===== config.mk =====
export PLATFORM = sky130hd
export DESIGN_NAME = sac_pass
export DESIGN_NICKNAME = d
export VERILOG_FILES = /design/src/sv/sac_pkg.sv /design/src/sv/sac_pass.sv
export SDC_FILE = /design/constraint.sdc
export NUM_CORES = 2
export LEC_CHECK = 0
export BUFFER_PORTS_ARGS = -buffer_cell sky130_fd_sc_hd__buf_4
export CORE_ASPECT_RATIO = 0.6
export CORE_MARGIN = 3
export CORE_UTILIZATION = 62
export DETAILED_ROUTE_END_ITERATION = 7
export PLACE_DENSITY = 0.85
export SLEW_MARGIN = 15
export SYNTH_ARGS = -nofsm -noshare
export SYNTH_HDL_FRONTEND = slang
export SYNTH_SLANG_ARGS = --single-unit

===== constraint.sdc =====
create_clock -name vclk -period 20.5
set_clock_uncertainty 0.05 [all_clocks]
set_input_delay 4.1 -clock vclk [all_inputs]
set_output_delay 4.1 -clock vclk [all_outputs]
set_load 0.005 [all_outputs]

===== src/sv/sac_pkg.sv =====
// Shared constants and types for the swept box collision side unit.
`default_nettype none

package sac_pkg;

  localparam int DEF_COORD_BITS = 32;
  localparam int DEF_ID_BITS    = 16;
  localparam int MASK_BITS      = 64;
  localparam int CFG_BITS       = 31;
  localparam int CFG_IDX_BITS   = 3;
  localparam int CFG_DATA_BITS  = 64;
  localparam int PROD_FULL_BITS = 2 * CFG_BITS;
  localparam int PROD_FRAC_BITS = 16;
  localparam int PROD_BITS      = PROD_FULL_BITS - PROD_FRAC_BITS;

  localparam logic [CFG_BITS-1:0]  ONE_Q16       = CFG_BITS'(65536);
  localparam logic [PROD_BITS-1:0] PROD_ONE_Q16  = PROD_BITS'(65536);

  // Command codes carried by the input item.
  localparam logic CMD_TEST  = 1'b0;
  localparam logic CMD_CLEAR = 1'b1;

  typedef enum logic [2:0] {
    SIDE_NONE   = 3'd0,
    SIDE_LEFT   = 3'd1,
    SIDE_RIGHT  = 3'd2,
    SIDE_TOP    = 3'd3,
    SIDE_BOTTOM = 3'd4
  } side_t;

  typedef enum logic [CFG_IDX_BITS-1:0] {
    CFG_ENABLED      = 3'd0,
    CFG_LAYER_MASK   = 3'd1,
    CFG_SCALE_X      = 3'd2,
    CFG_SCALE_Y      = 3'd3,
    CFG_EXTENT_LEFT  = 3'd4,
    CFG_EXTENT_RIGHT = 3'd5,
    CFG_EXTENT_DOWN  = 3'd6,
    CFG_EXTENT_UP    = 3'd7
  } cfg_reg_t;

  typedef enum logic [1:0] {
    PSEL_LEFT  = 2'd0,
    PSEL_RIGHT = 2'd1,
    PSEL_DOWN  = 2'd2,
    PSEL_UP    = 2'd3
  } prod_sel_t;

  // Outcome of one pass of the overlap test.
  typedef struct packed {
    logic  overlap;
    side_t side;
  } pass_flags_t;

endpackage

`default_nettype wire


===== src/sv/sac_pass.sv =====
// One overlap pass: moving box bounds, overlap test, intersection center and side.
`default_nettype none

module sac_pass #(
  parameter int COORD_BITS = sac_pkg::DEF_COORD_BITS,
  parameter int PROD_BITS  = sac_pkg::PROD_BITS
) (
  input  wire logic signed [COORD_BITS-1:0] pos_x,
  input  wire logic signed [COORD_BITS-1:0] pos_y,
  input  wire logic signed [COORD_BITS-1:0] omin_x,
  input  wire logic signed [COORD_BITS-1:0] omax_x,
  input  wire logic signed [COORD_BITS-1:0] omin_y,
  input  wire logic signed [COORD_BITS-1:0] omax_y,
  input  wire logic        [PROD_BITS-1:0]  prod_l,
  input  wire logic        [PROD_BITS-1:0]  prod_r,
  input  wire logic        [PROD_BITS-1:0]  prod_d,
  input  wire logic        [PROD_BITS-1:0]  prod_u,
  output sac_pkg::pass_flags_t              flags,
  output logic signed      [COORD_BITS-1:0] pt_x,
  output logic signed      [COORD_BITS-1:0] pt_y
);

  localparam int SW = ((COORD_BITS > PROD_BITS) ? COORD_BITS : PROD_BITS) + 2;
  localparam int DW = COORD_BITS + 1;
  localparam logic signed [SW-1:0] CMAX =
    {{(SW-COORD_BITS+1){1'b0}}, {(COORD_BITS-1){1'b1}}};
  localparam logic signed [SW-1:0] CMIN =
    {{(SW-COORD_BITS+1){1'b1}}, {(COORD_BITS-1){1'b0}}};

  function automatic logic signed [SW-1:0] pos_ext(input logic signed [COORD_BITS-1:0] v);
    pos_ext = {{(SW-COORD_BITS){v[COORD_BITS-1]}}, v};
  endfunction

  function automatic logic signed [SW-1:0] prod_ext(input logic [PROD_BITS-1:0] v);
    prod_ext = {{(SW-PROD_BITS){1'b0}}, v};
  endfunction

  function automatic logic signed [COORD_BITS-1:0] sat(input logic signed [SW-1:0] v);
    if (v > CMAX) begin
      sat = CMAX[COORD_BITS-1:0];
    end else if (v < CMIN) begin
      sat = CMIN[COORD_BITS-1:0];
    end else begin
      sat = v[COORD_BITS-1:0];
    end
  endfunction

  function automatic logic signed [DW-1:0] dext(input logic signed [COORD_BITS-1:0] v);
    dext = {v[COORD_BITS-1], v};
  endfunction

  logic signed [COORD_BITS-1:0] min_x, max_x, min_y, max_y;
  logic signed [COORD_BITS-1:0] ix1, ix2, iy1, iy2;
  logic signed [DW-1:0]         sum_x, sum_y;
  logic signed [DW-1:0]         dl, dr, dt, db;

  always_comb begin
    min_x = sat(pos_ext(pos_x) - prod_ext(prod_l));
    max_x = sat(pos_ext(pos_x) + prod_ext(prod_r));
    min_y = sat(pos_ext(pos_y) - prod_ext(prod_d));
    max_y = sat(pos_ext(pos_y) + prod_ext(prod_u));

    flags.overlap = (min_x <= omax_x) && (max_x >= omin_x) &&
                    (min_y <= omax_y) && (max_y >= omin_y);

    ix1 = (min_x > omin_x) ? min_x : omin_x;
    ix2 = (max_x < omax_x) ? max_x : omax_x;
    iy1 = (min_y > omin_y) ? min_y : omin_y;
    iy2 = (max_y < omax_y) ? max_y : omax_y;

    // The sum carries one extra bit, so dropping its low bit is a floor halving.
    sum_x = dext(ix1) + dext(ix2);
    sum_y = dext(iy1) + dext(iy2);
    pt_x  = sum_x[DW-1:1];
    pt_y  = sum_y[DW-1:1];

    dl = dext(omax_x) - dext(min_x);
    dr = dext(max_x) - dext(omin_x);
    dt = dext(omax_y) - dext(min_y);
    db = dext(max_y) - dext(omin_y);

    if (dl <= dr && dl <= dt && dl <= db) begin
      flags.side = sac_pkg::SIDE_LEFT;
    end else if (dr <= dt && dr <= db) begin
      flags.side = sac_pkg::SIDE_RIGHT;
    end else if (dt <= db) begin
      flags.side = sac_pkg::SIDE_TOP;
    end else begin
      flags.side = sac_pkg::SIDE_BOTTOM;
    end
  end

endmodule

`default_nettype wire


==> results_dict.tcl <==
set metrics [dict create \
    synthDominantCellAreaShare_pct 27.7 \
    routedWlPerCell_microns 21.8 \
    die_w_microns 295 \
    synth_commonest_cells "687 x ha_1, 469 x inv_1, 424 x a21oi_1" \
    violations "DRC" \
    clkbuf_count 0 \
    synth_area_leader_cell "ha_1" \
    ys_warn_count 0 \
    die_area_sq_um 52900 \
    slowest_delay_ns 0.82 \
    finalSetupTns_ns 0 \
    max_freq_mhz 49.2 \
    yosysMostFrequentCell "ha_1" \
    firstDrtPassIters 8 \
    cp.arrival_ns 16.19 \
    vias 36900 \
    grt_pass1_wl_mm 181 \
    whs_ns 8.72 \
    finalSetupViolCount 0 \
    grt_overflow 0 \
    fin_cells 5537 \
    max_cap_viol_count 0 \
    ant_nets 0 \
    path_class "input port to output pin" \
    start_kind "input port" \
    status "complete, but fails checks" \
    min_path_type "input port to output pin" \
    cp_max_fo 7 \
    final_nets 5970 \
    n_sequential_cell 0 \
    yosysSeqAreaShare_pct 0 \
    dpl.hpwl_mm 106 \
    slew_violations 0 \
    track_usage_pct 42.6 \
    drt-initial-drc-count 5268 \
    grt_max_degree 60 \
    core_area_sq_um 48600 \
    antenna_found_initial 1 \
    initial_core_util_pct 63.9 \
    port_buffers 444 \
    syn_to_final_growth_pct 13.3 \
    dieHeight_microns 179 \
    synthCells 4512 \
    rows 62 \
    critPathBufInv 3 \
    drt-total-wl_mm 121 \
    drive_gt1_share_pct 12.0 \
    synthTopCellsByArea "ha_1 28%, a21o_1 7.6%, a21oi_1 6.8%" \
    hold_viol 0 \
    avgSynthCellArea_sq_um 6.88 \
    worst_path_most_repeated_cell "a21o_1" \
    final_core_util_pct 72.4 \
    syn_area_sq_um 31100 \
    ctsHoldBuffers 0 \
    rsz0062_at_grt "false" \
    min_period_over_period_pct 99.2 \
    tightest_slew_ns 0.985 \
    post-place-cells 5534 \
    period_needed_ns 20.34 \
    mappedNetlistNets 5585 \
    io_pins 444 \
    slowest_stage "a2111oi_1" \
    slew_headroom_pct 33.5 \
    endpoint_kind "output pin" \
    grt_pass1_vias 32500 \
    synthDistinctLibCells 100 \
    drcViolationCount 4 \
    critPathTopFamily "compound AO/OA/AOI/OAI gates" \
    via_per_inst 6.66 \
    required_ns 16.35 \
    final-seq-area_sq_um 0 \
    gp_congestion 1.11 \
]
[cell usage in the layout (no fill, tap or decap), types with 15 or more instances in the layout]
cell type  instances
or3_1             30
and3_1            46
a21oi_1          421
o22ai_1           34
xor2_1           130
nand4_1          121
o211ai_1          28
or2_2             36
nand3_1           81
o31ai_1           20
inv_1            469
buf_4            489
a211o_1           17
o21ai_0          272
nand2b_1          62
nor4_1            33
a211oi_1          44
nor2b_1           70
o21a_1            80
ha_1             687
nand2_1          340
xnor2_1          196
o21bai_1          72
nor2_1           294
and4_1            17
a31oi_1           74
nor3_1            81
and2_1            35
o2111ai_1         15
a21o_1           316
nand3b_1          15
[layer usage]
layer / routed length, microns / GRT usage (%) / part of all wire (%) / vias to the layer above
li1: - / - / - / 17400
met1: 52900 / 63.9 / 44 / 16900
met2: 46100 / 59.7 / 38 / 2390
met3: 19400 / 13.6 / 16 / 173
met4: 1990 / 5.32 / 1.6 / 2
met5: 17 / 0 / 0.014 / -
[timing repair]
action                                 4_1_cts  5_1_grt
setup endpoints to repair                    0        7
setup buffers                                0        1
resized for setup                            0        7
endpoints found under the hold margin        0        0
[cell families (layout without fill, tap and decap cells)]
kind of cell,count (synthesis),after routing,share of synthesized area [%]
AOI/OAI and AO/OA,1582,1582,33.5
and+or+nand+nor,1305,1305,21.1
adders and majority gates,702,702,28.5
buffers and inverters,578,961,7.13
xor gates and xnor gates,326,326,9.19
muxes,19,19,0.657
other,0,2,0
[metrics by stage]
step	setup slack, ns	instance area (sq um)
4_1_cts	0.486	35200
3_5_place_dp	0.503	35200
6_report	0.156	35200
3_3_place_gp	0.678	35200
5_1_grt	0.0168	35200
2_1_floorplan	2.47	31100
[area by class of cell]
class / count / area [sq um]
multi-input combinational: 3934 / 28900
inverter: 470 / 1760
antenna: 2 / 5.00
tap: 640 / 801
fill: 4193 / 13400
timing repair buffer: 491 / 3710
[worst paths after layout]
path                      start       end  slack (ns)  cells past startpoint
worst min-delay path  omax_y[1]   pt_y[0]        8.72                      4
worst max-delay path  pos_y[12]  pt_y[29]        0.16                     45
